==> config.mk <==
export PLATFORM = sky130hd
export DESIGN_NAME = infix_integer_expression_evaluator
export DESIGN_NICKNAME = d
export VERILOG_FILES = /design/src/hw/rtl/iiee_pkg.sv /design/src/hw/rtl/iiee_alu.sv /design/src/hw/rtl/infix_integer_expression_evaluator.sv
export SDC_FILE = /design/constraint.sdc
export NUM_CORES = 1
export LEC_CHECK = 0
export ABC_CLOCK_PERIOD_IN_PS = 7450
export BUFFER_PORTS_ARGS = -buffer_cell sky130_fd_sc_hd__clkbuf_2
export CAP_MARGIN = 15
export CORE_MARGIN = 1.5
export CORE_UTILIZATION = 50
export DETAILED_ROUTE_END_ITERATION = 10
export HOLD_SLACK_MARGIN = 0.08
export PLACE_DENSITY = 0.64
export REMOVE_ABC_BUFFERS = 1
export SYNTH_ARGS = -nofsm -noshare
export SYNTH_HDL_FRONTEND = slang
export SYNTH_SLANG_ARGS = --single-unit
==> constraint.sdc <==
create_clock -name aclk -period 7.45 [get_ports aclk]
set_clock_uncertainty 0.05 [all_clocks]
set_input_delay 1.1175 -clock aclk [delete_from_list [all_inputs] [get_ports aclk]]
set_output_delay 1.1175 -clock aclk [all_outputs]
set_load 0.005 [all_outputs]
==> src/hw/rtl/iiee_pkg.sv <==
// package for the infix integer expression evaluator
// holds character codes, operator codes, output width and the shared unit request type
// no dependencies
`timescale 1ns / 1ps

package iiee_pkg;

    localparam int VALUE_WIDTH_DEF = 32;
    localparam int OUT_WIDTH       = 32;
    localparam int CH_WIDTH        = 8;

    localparam logic [CH_WIDTH-1:0] CH_PLUS   = 8'h2b;
    localparam logic [CH_WIDTH-1:0] CH_MINUS  = 8'h2d;
    localparam logic [CH_WIDTH-1:0] CH_TIMES  = 8'h2a;
    localparam logic [CH_WIDTH-1:0] CH_DIVIDE = 8'h2f;
    localparam logic [CH_WIDTH-1:0] CH_EQUAL  = 8'h3d;
    localparam logic [CH_WIDTH-1:0] CH_ZERO   = 8'h30;
    localparam logic [CH_WIDTH-1:0] CH_NINE   = 8'h39;

    localparam logic [1:0] OP_PLUS   = 2'd0;
    localparam logic [1:0] OP_MINUS  = 2'd1;
    localparam logic [1:0] OP_TIMES  = 2'd2;
    localparam logic [1:0] OP_DIVIDE = 2'd3;

    typedef struct packed {
        logic start;
        logic is_div;
    } iiee_alu_req_t;

endpackage

==> src/hw/rtl/iiee_alu.sv <==
// shared iterative unit: shift-add multiply and restoring signed division
// one add or subtract per cycle
// depends on iiee_pkg
`timescale 1ns / 1ps

module iiee_alu
    import iiee_pkg::*;
#(
    parameter int VALUE_WIDTH = VALUE_WIDTH_DEF
) (
    input  logic                   aclk,
    input  logic                   aresetn,
    input  iiee_alu_req_t          req,
    input  logic [VALUE_WIDTH-1:0] op_a,
    input  logic [VALUE_WIDTH-1:0] op_b,
    output logic                   done,
    output logic [VALUE_WIDTH-1:0] result
);

    localparam int W     = VALUE_WIDTH;
    localparam int CNT_W = $clog2(W + 1);

    logic [W-1:0]     x_reg, x_next;
    logic [W-1:0]     y_reg, y_next;
    logic [W-1:0]     z_reg, z_next;
    logic [CNT_W-1:0] cnt_reg, cnt_next;
    logic             busy_reg, busy_next;
    logic             done_reg, done_next;
    logic             div_reg, div_next;
    logic             negq_reg, negq_next;

    logic [W:0] add_a;
    logic [W:0] add_b;
    logic [W:0] add_sum;

    // the single adder shared by both operations
    always_comb begin
        if (div_reg) begin
            add_a   = {z_reg, x_reg[W-1]};
            add_b   = {1'b0, y_reg};
            add_sum = add_a + ~add_b + {{W{1'b0}}, 1'b1};
        end else begin
            add_a   = {1'b0, z_reg};
            add_b   = {1'b0, y_reg};
            add_sum = add_a + add_b;
        end
    end

    always_comb begin
        x_next    = x_reg;
        y_next    = y_reg;
        z_next    = z_reg;
        cnt_next  = cnt_reg;
        busy_next = busy_reg;
        done_next = 1'b0;
        div_next  = div_reg;
        negq_next = negq_reg;
        if (req.start) begin
            busy_next = 1'b1;
            cnt_next  = CNT_W'(W);
            z_next    = '0;
            div_next  = req.is_div;
            negq_next = op_a[W-1] ^ op_b[W-1];
            if (req.is_div) begin
                x_next = op_a[W-1] ? (W'(0) - op_a) : op_a;
                y_next = op_b[W-1] ? (W'(0) - op_b) : op_b;
            end else begin
                x_next = op_b;
                y_next = op_a;
            end
        end else if (busy_reg) begin
            cnt_next = cnt_reg - CNT_W'(1);
            if (cnt_reg == CNT_W'(1)) begin
                busy_next = 1'b0;
                done_next = 1'b1;
            end
            if (div_reg) begin
                if (!add_sum[W]) begin
                    z_next = add_sum[W-1:0];
                    x_next = {x_reg[W-2:0], 1'b1};
                end else begin
                    z_next = add_a[W-1:0];
                    x_next = {x_reg[W-2:0], 1'b0};
                end
            end else begin
                if (x_reg[0]) begin
                    z_next = add_sum[W-1:0];
                end
                y_next = {y_reg[W-2:0], 1'b0};
                x_next = {1'b0, x_reg[W-1:1]};
            end
        end
    end

    always_ff @(posedge aclk) begin
        if (!aresetn) begin
            busy_reg <= 1'b0;
            done_reg <= 1'b0;
            cnt_reg  <= '0;
            div_reg  <= 1'b0;
            negq_reg <= 1'b0;
        end else begin
            busy_reg <= busy_next;
            done_reg <= done_next;
            cnt_reg  <= cnt_next;
            div_reg  <= div_next;
            negq_reg <= negq_next;
        end
        x_reg <= x_next;
        y_reg <= y_next;
        z_reg <= z_next;
    end

    assign done   = done_reg;
    assign result = !div_reg ? z_reg : (negq_reg ? (W'(0) - x_reg) : x_reg);

endmodule

==> src/hw/rtl/infix_integer_expression_evaluator.sv <==
// top level of the infix integer expression evaluator
// character decoder, term sequencer and output register around the shared unit
// depends on iiee_pkg and iiee_alu
`timescale 1ns / 1ps

// Usage:
//   s_tdata carries one ASCII character per item, s_tlast marks the last
//   character of an expression. Digits build numbers, + - * / are operators
//   with * and / taking precedence, '=' or s_tlast ends the expression.
//   m_tdata carries the 32-bit two's complement result, m_tuser the
//   division-by-zero flag; one result item follows each ended expression.
// Sequencing:
//   a digit, an ignored character or an operator that ends no number is
//   taken in ST_IDLE alone. A number ending under + or - passes ST_COMP and
//   ST_POST, under * or / also ST_WAIT on the shift-add / restoring divide
//   unit (skipped for a zero divisor). Ending an expression adds ST_EMIT
//   to load the output. s_tready is high only while the sequencer is idle.
// Reset and stall:
//   aresetn (synchronous, active low) clears the expression state and drops
//   m_tvalid. The result register holds its item until m_tready; the next
//   expression is taken meanwhile and only a second result waits for it.

module infix_integer_expression_evaluator
    import iiee_pkg::*;
#(
    parameter int VALUE_WIDTH = VALUE_WIDTH_DEF
) (
    input  logic                 aclk,
    input  logic                 aresetn,
    input  logic                 s_tvalid,
    output logic                 s_tready,
    input  logic [CH_WIDTH-1:0]  s_tdata,   // [7:0] ch
    input  logic                 s_tlast,
    output logic                 m_tvalid,
    input  logic                 m_tready,
    output logic [OUT_WIDTH-1:0] m_tdata,   // [31:0] value
    output logic                 m_tuser    // [0] div_zero
);

    localparam int W = VALUE_WIDTH;

    localparam logic [2:0] ST_IDLE = 3'd0;
    localparam logic [2:0] ST_COMP = 3'd1;
    localparam logic [2:0] ST_WAIT = 3'd2;
    localparam logic [2:0] ST_POST = 3'd3;
    localparam logic [2:0] ST_EMIT = 3'd4;

    logic [2:0]           state_reg, state_next;
    logic [W-1:0]         sum_reg, sum_next;
    logic [W-1:0]         prod_reg, prod_next;
    logic [W-1:0]         acc_reg, acc_next;
    logic [1:0]           pend_reg, pend_next;
    logic [1:0]           newop_reg, newop_next;
    logic                 setop_reg, setop_next;
    logic                 fin_reg, fin_next;
    logic                 act_reg, act_next;
    logic                 neg_reg, neg_next;
    logic                 seen_reg, seen_next;
    logic                 err_reg, err_next;
    logic                 mval_reg, mval_next;
    logic [OUT_WIDTH-1:0] mdata_reg, mdata_next;
    logic                 muser_reg, muser_next;

    logic          is_digit;
    logic          is_op;
    logic          lead_minus;
    logic          finish;
    logic [1:0]    op_code;
    logic [W-1:0]  digit_val;
    logic [W-1:0]  num;
    logic [W-1:0]  total;
    logic [OUT_WIDTH-1:0] total_out;

    iiee_alu_req_t alu_req;
    logic          alu_done;
    logic [W-1:0]  alu_res;

    iiee_alu #(
        .VALUE_WIDTH(VALUE_WIDTH)
    ) u_alu (
        .aclk   (aclk),
        .aresetn(aresetn),
        .req    (alu_req),
        .op_a   (prod_reg),
        .op_b   (num),
        .done   (alu_done),
        .result (alu_res)
    );

    assign is_digit   = (s_tdata >= CH_ZERO) && (s_tdata <= CH_NINE);
    assign is_op      = (s_tdata == CH_PLUS) || (s_tdata == CH_MINUS)
                     || (s_tdata == CH_TIMES) || (s_tdata == CH_DIVIDE);
    assign lead_minus = (s_tdata == CH_MINUS) && !seen_reg;
    assign finish     = s_tlast || (s_tdata == CH_EQUAL);
    assign digit_val  = W'(4'(s_tdata - CH_ZERO));
    assign num        = neg_reg ? (W'(0) - acc_reg) : acc_reg;
    assign total      = sum_reg + prod_reg;
    assign s_tready   = (state_reg == ST_IDLE);

    always_comb begin
        case (s_tdata)
            CH_PLUS:  op_code = OP_PLUS;
            CH_MINUS: op_code = OP_MINUS;
            CH_TIMES: op_code = OP_TIMES;
            default:  op_code = OP_DIVIDE;
        endcase
    end

    generate
        if (W >= OUT_WIDTH) begin : g_out_trunc
            assign total_out = total[OUT_WIDTH-1:0];
        end else begin : g_out_sext
            assign total_out = {{(OUT_WIDTH-W){total[W-1]}}, total};
        end
    endgenerate

    always_comb begin
        state_next = state_reg;
        sum_next   = sum_reg;
        prod_next  = prod_reg;
        acc_next   = acc_reg;
        pend_next  = pend_reg;
        newop_next = newop_reg;
        setop_next = setop_reg;
        fin_next   = fin_reg;
        act_next   = act_reg;
        neg_next   = neg_reg;
        seen_next  = seen_reg;
        err_next   = err_reg;
        mval_next  = mval_reg;
        mdata_next = mdata_reg;
        muser_next = muser_reg;
        alu_req    = '0;

        if (mval_reg && m_tready) begin
            mval_next = 1'b0;
        end

        unique case (state_reg)
            ST_IDLE: begin
                if (s_tvalid) begin
                    fin_next   = finish;
                    setop_next = 1'b0;
                    newop_next = op_code;
                    if (is_digit) begin
                        acc_next  = {acc_reg[W-4:0], 3'b000} + {acc_reg[W-2:0], 1'b0}
                                  + digit_val;
                        act_next  = 1'b1;
                        seen_next = 1'b1;
                    end
                    if (is_op) begin
                        seen_next = 1'b1;
                        if (lead_minus) begin
                            neg_next = 1'b1;
                        end else if (act_reg) begin
                            setop_next = 1'b1;
                        end else begin
                            pend_next = op_code;
                        end
                    end
                    if ((is_op && !lead_minus && act_reg)
                            || (finish && (act_reg || is_digit))) begin
                        state_next = ST_COMP;
                    end else if (finish) begin
                        state_next = ST_EMIT;
                    end
                end
            end
            ST_COMP: begin
                neg_next = 1'b0;
                case (pend_reg) inside
                    OP_PLUS, OP_MINUS: begin
                        sum_next   = total;
                        prod_next  = (pend_reg == OP_MINUS) ? (W'(0) - num) : num;
                        state_next = ST_POST;
                    end
                    OP_TIMES: begin
                        alu_req.start  = 1'b1;
                        alu_req.is_div = 1'b0;
                        state_next     = ST_WAIT;
                    end
                    default: begin
                        if (num == '0) begin
                            err_next   = 1'b1;
                            state_next = ST_POST;
                        end else begin
                            alu_req.start  = 1'b1;
                            alu_req.is_div = 1'b1;
                            state_next     = ST_WAIT;
                        end
                    end
                endcase
            end
            ST_WAIT: begin
                if (alu_done) begin
                    prod_next  = alu_res;
                    state_next = ST_POST;
                end
            end
            ST_POST: begin
                acc_next = '0;
                act_next = 1'b0;
                if (setop_reg) begin
                    pend_next = newop_reg;
                end
                state_next = fin_reg ? ST_EMIT : ST_IDLE;
            end
            ST_EMIT: begin
                if (!mval_reg || m_tready) begin
                    mval_next  = 1'b1;
                    mdata_next = total_out;
                    muser_next = err_reg;
                    sum_next   = '0;
                    prod_next  = '0;
                    acc_next   = '0;
                    pend_next  = OP_PLUS;
                    act_next   = 1'b0;
                    neg_next   = 1'b0;
                    seen_next  = 1'b0;
                    err_next   = 1'b0;
                    state_next = ST_IDLE;
                end
            end
            default: begin
                state_next = ST_IDLE;
            end
        endcase
    end

    always_ff @(posedge aclk) begin
        if (!aresetn) begin
            state_reg <= ST_IDLE;
            sum_reg   <= '0;
            prod_reg  <= '0;
            acc_reg   <= '0;
            pend_reg  <= OP_PLUS;
            setop_reg <= 1'b0;
            fin_reg   <= 1'b0;
            act_reg   <= 1'b0;
            neg_reg   <= 1'b0;
            seen_reg  <= 1'b0;
            err_reg   <= 1'b0;
            mval_reg  <= 1'b0;
        end else begin
            state_reg <= state_next;
            sum_reg   <= sum_next;
            prod_reg  <= prod_next;
            acc_reg   <= acc_next;
            pend_reg  <= pend_next;
            setop_reg <= setop_next;
            fin_reg   <= fin_next;
            act_reg   <= act_next;
            neg_reg   <= neg_next;
            seen_reg  <= seen_next;
            err_reg   <= err_next;
            mval_reg  <= mval_next;
        end
        newop_reg <= newop_next;
        mdata_reg <= mdata_next;
        muser_reg <= muser_next;
    end

    assign m_tvalid = mval_reg;
    assign m_tdata  = mdata_reg;
    assign m_tuser  = muser_reg;

endmodule

==> results of run 1 <==
cell usage in the layout, fill, tap and decap left out, drive strengths merged, types with 42 or more instances in the layout:
cell,netlist,final
a31oi,42,42
o22ai,90,90
a211oi,42,42
nor3,67,67
dfxtp,150,150
nor2,241,241
inv,94,94
clkbuf,121,93
a21oi,246,246
a21o,55,55
nand2,175,175
o21ai,171,171
ha,159,159
a22oi,49,49
edfxtp,99,99
xor2,104,104
xnor2,153,153
nand3,53,53
path summary, 6_finish.rpt:
path / start / to / slack, ps / cells after the start
max: acc_reg[0] / u_alu.x_reg[10] / 1210 / 13
min: err_reg / m_tuser / 390 / 0
max reg2reg: acc_reg[0] / u_alu.x_reg[10] / 1210 / 13
min reg2reg: err_reg / m_tuser / 390 / 0
power breakdown:
| group | switching [W] | leakage (nW) | internal (W) |
|---|---|---|---|
| sequential | 0.000236 | 2.12 | 0.00155 |
| clock | 0.000600 | 0.453 | 0.000810 |
| combinational | 0.00110 | 6.61 | 0.000673 |
cells by family (layout without fill, tap and decap cells):
kind of cell	Yosys count	in the layout	share of synthesized area (%)
flip-flops	249	249	27.9
adder cells (fa/ha/maj)	164	164	9.76
buffers and inverters	239	230	4.40
AO/OA/AOI/OAI	926	926	28.0
multiplexers	62	62	3.07
AND/OR/NAND/NOR	723	723	16.3
XOR/XNOR	257	257	10.5
metal layers:
metal	part of all wire, %	global-route usage (%)	routed length, um
met5	0	0	0
met3	8.5	5.28	6010
met4	4.2	12.0	2970
met1	45	45.2	32000
met2	42	47.1	29900
critical path: stages (launching register included):
cell and delay [ps]:
dfxtp_1 410, inv_1 170, ha_1 270, or3b_1 570, o41ai_2 390, xor2_1 420
nor3b_1 380, and4_1 350, nand3_1 340, or4_2 1240, buf_4 400, nand2_4 460
o22ai_1 180, a221oi_1 340
metrics by stage:
stage,utilization (%),cells
after floorplan,-,2477
after global placement,52.3,3094
after detailed placement,52.3,3094
after CTS,54.5,3150
after global routing,54.5,3150
final,54.5,3150
cell type report:
type	count	area [um^2]	share of cell area, %
Sequential cell	249	5980	26.1
Clock buffer	46	883	3.85
Timing Repair Buffer	78	468	2.04
Clock inverter	10	51.3	0.223
Multi-Input combinational cell	2132	14500	63.3
Tap cell	539	674	2.94
Inverter	96	360	1.57
==> results.sh, run 1 <==
export IMPL_outcome="finished, final reports clean"
export IMPL_fillers=3965
export IMPL_yosysTopAreaCellShare_pct=14.0
export IMPL_yosys_register_bits=249
export IMPL_vdd_ir_drop_max_uv=179
export IMPL_postCtsSetupBuffers=0
export IMPL_ctsResizeCount=0
export IMPL_drtAntennaViolNets=0
export IMPL_max_freq_mhz=160
export IMPL_dieWidth_um=210
export IMPL_path_max_fanout=46
export IMPL_holdWs_ps=393
export IMPL_finalSetupViolCount=0
export IMPL_endpoint_kind="flip-flop"
export IMPL_hold_viol_final=0
export IMPL_pin_count=48
export IMPL_clk_pin_slew_ps=60
export IMPL_ctsRootBufferMaster="clkbuf_16"
export IMPL_post_drt_wl_per_cell_um=22.5
export IMPL_diodes=0
export IMPL_drive_gt1_share_pct=7.85
export IMPL_clock_latency_ps=590
export IMPL_yosysUniqueCellTypes=88
export IMPL_synth_seq_area_share_pct=27.9
export IMPL_track_usage_pct=31.5
export IMPL_die_y_um=210
export IMPL_drc_errors=0
export IMPL_grt_max_degree=81
export IMPL_synth_edf_count=99
export IMPL_layout_setup_ws_ps=1210
export IMPL_rsz0062_at_grt="false"
export IMPL_syn2layout_area_growth_pct=7.25
export IMPL_hpwl_um=52500
export IMPL_first_pass_iters=6
export IMPL_hp_class="flip-flop to flip-flop"
export IMPL_crit_type="flip-flop to flip-flop"
export IMPL_tns_ps=0
export IMPL_synth_flop_cell="dfxtp_1"
export IMPL_yosys_area_top_type="dfxtp_1"
export IMPL_clock_path_buffers=3
export IMPL_start_util_pct=50.8
export IMPL_finalPower_w=0.00497
export IMPL_final_area_um2=23000
export IMPL_syn_area_per_cell_um2=8.17
export IMPL_viasPerCell=6.49
export IMPL_worstMarginPinSlew_ps=1150
export IMPL_dp_worst_setup_slack_ps=1420
export IMPL_cts_sinks=249
export IMPL_wl_um=70800
export IMPL_fin_crit_ps=6240
export IMPL_dpl_cell_area_um2=22000
export IMPL_synth_area_top_cells="dfxtp_1 (14%), edfxtp_1 (14%), ha_1 (9.3%), xnor2_1 (6.3%), a21oi_1 (5.8%)"
export IMPL_grt_pass1_vias=18800
export IMPL_nets=2764
export IMPL_gp_congestion=0.971
export IMPL_hold_buffers=0
export IMPL_rows=75
export IMPL_yosys_warnings=0
export IMPL_synthTopCellsByCount="a21oi_1 (246), nor2_1 (240), nand2_1 (174)"
export IMPL_via_count=20500
export IMPL_netlist_area_um2=21400
export IMPL_maxCapViolCount=0
export IMPL_cts_tree="yes"
export IMPL_slew_violations=0
export IMPL_async_flop_share_pct=0
export IMPL_power_density_nw_per_um2=216
export IMPL_syn_inst=2620
export IMPL_start_kind="flip-flop"
export IMPL_yosysMostFrequentCell="a21oi_1"
export IMPL_overflow=0
export IMPL_p_leak_nw=9.19
export IMPL_cp_data_arrival_time_ps=6560
export IMPL_numCtsBuffers=30
export IMPL_fin_crit_sh_pct=83.7
export IMPL_port_buffers=47
export IMPL_antenna_found_initial=1
export IMPL_dieArea_um2=44100
export IMPL_grt_pass1_wl_um=109000
export IMPL_htreeDepth=1
export IMPL_drtIter0Drc=1931
export IMPL_core_um2=42100
export IMPL_slew_headroom_pct=23.4
export IMPL_critical_path_required_ps=7780
Note: power is estimated with default switching activity, not from simulation.
==> run 2, diff against run 1 <==
Settings changed: ABC_CLOCK_PERIOD_IN_PS 7450 to 5500, PLACE_DENSITY 0.64 to 0.67.
Clock period 7.45 ns to 5.5 ns, I/O delays scaled along.
==> run 2 against run 1 <==
Effect of this change:
- global-route usage is 0.28 points higher
- clock power is 43% higher
- register-to-register slack worse by 770 ps
- total power is 38% higher
- cell count is 0.38% higher
- combinational power is 36% higher
- non-clock buffer count is 12 higher
- cell area is 0.70% higher
- hold slack worse by 12 ps
- first-iteration DRC count is 4.0% higher
- die area stayed put
- sequential cell count stayed put
- critical path type unchanged
- largest cell class unchanged
- highest routed layer unchanged
==> results.sh, run 2 (synthesized netlist as in run 1, its figures left out) <==
export IMPL_layout_common_cells="a21oi_1 (246), nor2_1 (240), nand2_1 (174)"
export IMPL_finalSetupViolCount=0
export IMPL_final_cells=3162
export IMPL_start_kind="flip-flop"
export IMPL_wl_um=71200
export IMPL_pin_count=48
export IMPL_cts_tree="yes"
export IMPL_ctsRootBufferMaster="clkbuf_16"
export IMPL_p_int_w=0.00419
export IMPL_dp_cells=3105
export IMPL_grt_busiest_layer="met2"
export IMPL_grt_pass1_wl_um=111000
export IMPL_seq_area_um2=5980
export IMPL_critical_path_required_ps=5850
export IMPL_dieArea_um2=44100
export IMPL_syn2layout_area_growth_pct=8.00
export IMPL_drc_errors=0
export IMPL_dpl_cell_area_um2=22100
export IMPL_grt_pass1_vias=19300
export IMPL_numCtsBuffers=30
export IMPL_multi_input_area_um2=14500
export IMPL_die_y_um=210
export IMPL_clock_path_buffers=3
export IMPL_antenna_found_initial=0
export IMPL_max_freq_mhz=198
export IMPL_start_util_pct=50.8
export IMPL_diodes=0
export IMPL_hp_class="flip-flop to flip-flop"
export IMPL_track_usage_pct=31.8
export IMPL_fillers=3944
export IMPL_outcome="finished, final reports clean"
export IMPL_hold_buffers=0
export IMPL_power_frac_clock_pct=29.5
export IMPL_vdd_ir_drop_max_uv=237
export IMPL_htreeDepth=1
export IMPL_maxCapViolCount=0
export IMPL_path_max_fanout=46
export IMPL_rsz0062_at_grt="false"
export IMPL_endpoint_kind="flip-flop"
export IMPL_cts_sinks=249
export IMPL_port_buffers=47
export IMPL_cp_data_arrival_time_ps=5400
export IMPL_drtAntennaViolNets=0
export IMPL_clock_latency_ps=600
export IMPL_fin_crit_ps=5050
export IMPL_crit_type="flip-flop to flip-flop"
export IMPL_grt_max_degree=62
export IMPL_worstMarginPinSlew_ps=970
export IMPL_swShare_pct=38.8
export IMPL_hpwl_um=52800
export IMPL_viasPerCell=6.48
export IMPL_gp_congestion=0.972
export IMPL_comb_power_share_pct=35.2
export IMPL_drtIter0Drc=2009
export IMPL_fin_crit_sh_pct=91.9
export IMPL_met2_usage_pct=49.5
export IMPL_first_pass_iters=6
export IMPL_met1_usage_pct=44.7
export IMPL_dp_worst_setup_slack_ps=407
export IMPL_p_switching_w=0.00266
export IMPL_final_area_um2=23100
export IMPL_nets=2776
export IMPL_clk_pin_slew_ps=60
export IMPL_slew_headroom_pct=35.2
export IMPL_ctsResizeCount=0
export IMPL_drive_gt1_share_pct=8.43
export IMPL_dieWidth_um=210
export IMPL_slew_violations=0
export IMPL_finalPower_w=0.00685
export IMPL_rows=75
export IMPL_post_drt_wl_per_cell_um=22.5
export IMPL_p_leak_nw=9.27
export IMPL_mostFrequentLayoutCell="a21oi_1"
export IMPL_p_seq_share_pct=35.3
export IMPL_layout_setup_ws_ps=447
export IMPL_hold_viol_final=0
export IMPL_core_um2=42100
export IMPL_overflow=0
export IMPL_power_density_nw_per_um2=296
export IMPL_holdWs_ps=381
export IMPL_postCtsSetupBuffers=0
export IMPL_via_count=20500
export IMPL_grtUsageMet3_pct=5.36
run 2: worst max-delay path, stage by stage (launching register included):
cell	delay, ps
dfxtp_1	370
inv_1	80
ha_1	230
or3b_1	560
nor4_4	410
a41oi_1	200
xnor2_1	410
and4_1	380
nand3_1	110
buf_4	190
or4_2	740
buf_4	310
nand2_8	340
o22ai_1	160
a221oi_1	270
run 2: area by class of cell:
class / instances / area share [%]
multi-input combinational: 2132 / 62.9
sequential: 249 / 25.9
clock buffer: 45 / 3.85
tap: 539 / 2.92
timing repair buffer: 90 / 2.45
inverter: 96 / 1.56
clock inverter: 11 / 0.438
run 2: worst paths after layout:
check,from,end,slack [ps],cells after the start
min reg2reg,err_reg,m_tuser,380,0
min,err_reg,m_tuser,380,0
max,acc_reg[1],u_alu.x_reg[10],450,14
max reg2reg,acc_reg[1],u_alu.x_reg[10],450,14
run 2: power groups by stage:
stage / registers, W / logic (W) / clock network [W]
3_5_place_dp: 0.00244 / 0.00235 / 0
6_report: 0.00242 / 0.00241 / 0.00202
4_1_cts: 0.00240 / 0.00237 / 0.00205
2_1_floorplan: 0.00231 / 0.00172 / 0
5_1_grt: 0.00242 / 0.00264 / 0.00210
3_3_place_gp: 0.00244 / 0.00231 / 0
run 2: per-layer routing:
metal	vias up	wire length [um]
li1	9780	-
met4	0	2210
met1	9669	31700
met2	922	31100
met3	126	6190
met5	-	0
run 2: metrics by stage:
| stage | setup TNS, ps | util, % |
|---|---|---|
| after detailed placement | 0 | 52.5 |
| after floorplan | -75890 | - |
| final | 0 | 54.9 |
| after global placement | 0 | 52.5 |
| after CTS | 0 | 54.8 |
| after global routing | 0 | 54.9 |
==> run 3, diff against run 2 <==
Settings changed: ABC_CLOCK_PERIOD_IN_PS 5500 to default, CORE_UTILIZATION 50 to 56, PLACE_DENSITY 0.67 to 0.73, TNS_END_PERCENT from default to 100.
==> run 3 against run 2 <==
Effect of this change:
- register-to-register slack improved by 160 ps
- critical path type unchanged
- critical endpoint is now u_alu.y_reg[17]
- fmax increased by 3.3%
- die area decreased by 11%
- combinational power about the same
- highest routed layer unchanged
- global-route usage increased by 2.9 points
- cell count decreased by 1.1%
- sequential cell count unchanged
- wire length decreased by 2.4%
==> results.sh, run 3 (synthesized netlist as in run 1, its figures left out) <==
export IMPL_track_usage_pct=34.7
export IMPL_worst_path_largest_cell_delay_ps=730
export IMPL_drive_gt1_share_pct=8.33
export IMPL_ctsResizeCount=0
export IMPL_cts_sinks=249
export IMPL_maxCapViolCount=0
export IMPL_htreeDepth=1
export IMPL_seq_area_um2=5980
export IMPL_overflow=0
export IMPL_ctsRootBufferMaster="clkbuf_16"
export IMPL_first_pass_iters=6
export IMPL_gp_congestion=0.965
export IMPL_rr_worst_depth=12
export IMPL_layout_setup_ws_ps=607
export IMPL_slew_headroom_pct=20.9
export IMPL_viasPerCell=6.70
export IMPL_swShare_pct=37.6
export IMPL_rsz0062_at_grt="false"
export IMPL_outcome="finished, final reports clean"
export IMPL_worstReg2RegStart="acc_reg[0]"
export IMPL_endpoint_kind="flip-flop"
export IMPL_hp_start="sum_reg[0]"
export IMPL_start_kind="flip-flop"
export IMPL_via_count=21000
export IMPL_power_frac_clock_pct=31.8
export IMPL_p_leak_nw=9.29
export IMPL_final_cells=3127
export IMPL_post_drt_wl_per_cell_um=22.2
export IMPL_r2r_end="u_alu.y_reg[17]"
export IMPL_cp_data_arrival_time_ps=5180
export IMPL_holdPathStages=2
export IMPL_hold_viol_final=0
export IMPL_power_density_nw_per_um2=306
export IMPL_die_y_um=199
export IMPL_path_max_fanout=21
export IMPL_finalSetupViolCount=0
export IMPL_layout_common_cells="a21oi_1 (246), nor2_1 (240), nand2_1 (173)"
export IMPL_fin_crit_ps=4890
export IMPL_dieArea_um2=39400
export IMPL_p_int_w=0.00441
export IMPL_postCtsSetupBuffers=0
export IMPL_vdd_ir_drop_max_uv=250
export IMPL_drtAntennaViolNets=0
export IMPL_rrSetupSlack_ps=610
export IMPL_clock_path_buffers=3
export IMPL_dp_cells=3071
export IMPL_worstMarginPinSlew_ps=1190
export IMPL_drc_errors=0
export IMPL_p_seq_share_pct=34.1
export IMPL_hpwl_um=51000
export IMPL_port_buffers=47
export IMPL_rows=71
export IMPL_path_cells="inv_1, ha_1, or3b_1, nor4_4, nand4_1, o41ai_2, xor2_1, nand3_1, or4_4, o21a_1, o22ai_1, a21oi_1"
export IMPL_pin_count=48
export IMPL_syn2layout_area_growth_pct=8.15
export IMPL_drtIter0Drc=2284
export IMPL_diodes=0
export IMPL_mostFrequentLayoutCell="a21oi_1"
export IMPL_dp_worst_setup_slack_ps=337
export IMPL_dpl_cell_area_um2=22000
export IMPL_grt_pass1_wl_um=107000
export IMPL_p_switching_w=0.00266
export IMPL_cts_tree="yes"
export IMPL_crit_type="flip-flop to flip-flop"
export IMPL_max_freq_mhz=204
export IMPL_antenna_found_initial=2
export IMPL_grt_pass1_vias=19200
export IMPL_min_to="sum_reg[0]"
export IMPL_start_util_pct=56.8
export IMPL_slew_violations=0
export IMPL_core_um2=37700
export IMPL_clock_latency_ps=600
export IMPL_hp_class="flip-flop to flip-flop"
export IMPL_dieWidth_um=199
export IMPL_cp_slowest_cell="or4_4"
export IMPL_nets=2769
export IMPL_final_area_um2=23200
export IMPL_critical_path_required_ps=5790
export IMPL_clk_pin_slew_ps=60
export IMPL_fillers=3376
export IMPL_grt_max_degree=83
export IMPL_numCtsBuffers=30
export IMPL_hold_buffers=0
export IMPL_multi_input_area_um2=14600
export IMPL_fin_crit_sh_pct=89.0
export IMPL_comb_power_share_pct=34.1
export IMPL_wl_um=69500
[run 3: cell count changes in the layout (fill, tap and decap cells not counted), moves of 2 or more]
cell	change
clkinv_2	+2
bufinv_16	+5
clkinv_1	+3
buf_4	-6
clkbuf_1	-6
clkbuf_8	-2
[run 3: through the flow]
| step | hold WS (ps) | power (W) | TNS (ps) | util (%) |
|---|---|---|---|---|
| finish | 413 | 0.00707 | 0 | 61.5 |
| global route | 443 | 0.00738 | 0 | 61.5 |
| CTS | 414 | 0.00701 | 0 | 61.4 |
| detailed placement | 406 | 0.00477 | 0 | 58.5 |
| global placement | 392 | 0.00473 | 0 | 58.5 |
| floorplan | 359 | 0.00403 | -75890 | - |
[run 3: cell type report]
| cell class | count | area share, % |
|---|---|---|
| inverters | 96 | 1.56 |
| clock inverters | 18 | 1.04 |
| flip-flops and latches | 249 | 25.8 |
| well taps | 511 | 2.76 |
| multi-input cells | 2132 | 62.9 |
| clock buffers | 38 | 3.73 |
| repair buffers | 83 | 2.18 |
[run 3: worst max-delay path, delay by kind of cell, from the launching register on]
kind / cells / cell delay, ps
adders and majority gates: 1 / 270
xor gates and xnor gates: 1 / 300
buffers and inverters: 1 / 120
AOI/OAI and AO/OA: 4 / 1450
and+or+nand+nor: 5 / 2130
DFF: 1 / 310
[run 3: power groups by stage]
| stage | logic, W | clock network [W] | registers, W |
|---|---|---|---|
| final | 0.00241 | 0.00225 | 0.00241 |
| after global routing | 0.00263 | 0.00233 | 0.00242 |
| after CTS | 0.00236 | 0.00225 | 0.00240 |
| after detailed placement | 0.00234 | 0 | 0.00243 |
| after global placement | 0.00230 | 0 | 0.00243 |
| after floorplan | 0.00172 | 0 | 0.00231 |
[run 3: worst max path at each step]
stage / from / to / cells past startpoint
6_report: acc_reg[0] / u_alu.y_reg[17] / 12
4_1_cts: acc_reg[1] / u_alu.x_reg[11] / 13
3_5_place_dp: acc_reg[1] / u_alu.x_reg[11] / 13
5_1_grt: acc_reg[1] / u_alu.y_reg[17] / 12
2_1_floorplan: acc_reg[7] / u_alu.y_reg[0] / 9
3_3_place_gp: acc_reg[0] / u_alu.x_reg[14] / 13
[run 3: per-layer routing]
| metal | up-vias | GRT usage [%] | share of wire, % |
|---|---|---|---|
| li1 | 9757 | - | - |
| met1 | 9934 | 47.8 | 42 |
| met2 | 1081 | 53.9 | 43 |
| met3 | 181 | 5.97 | 10 |
| met4 | 0 | 14.0 | 4.5 |
| met5 | - | 0 | 0 |
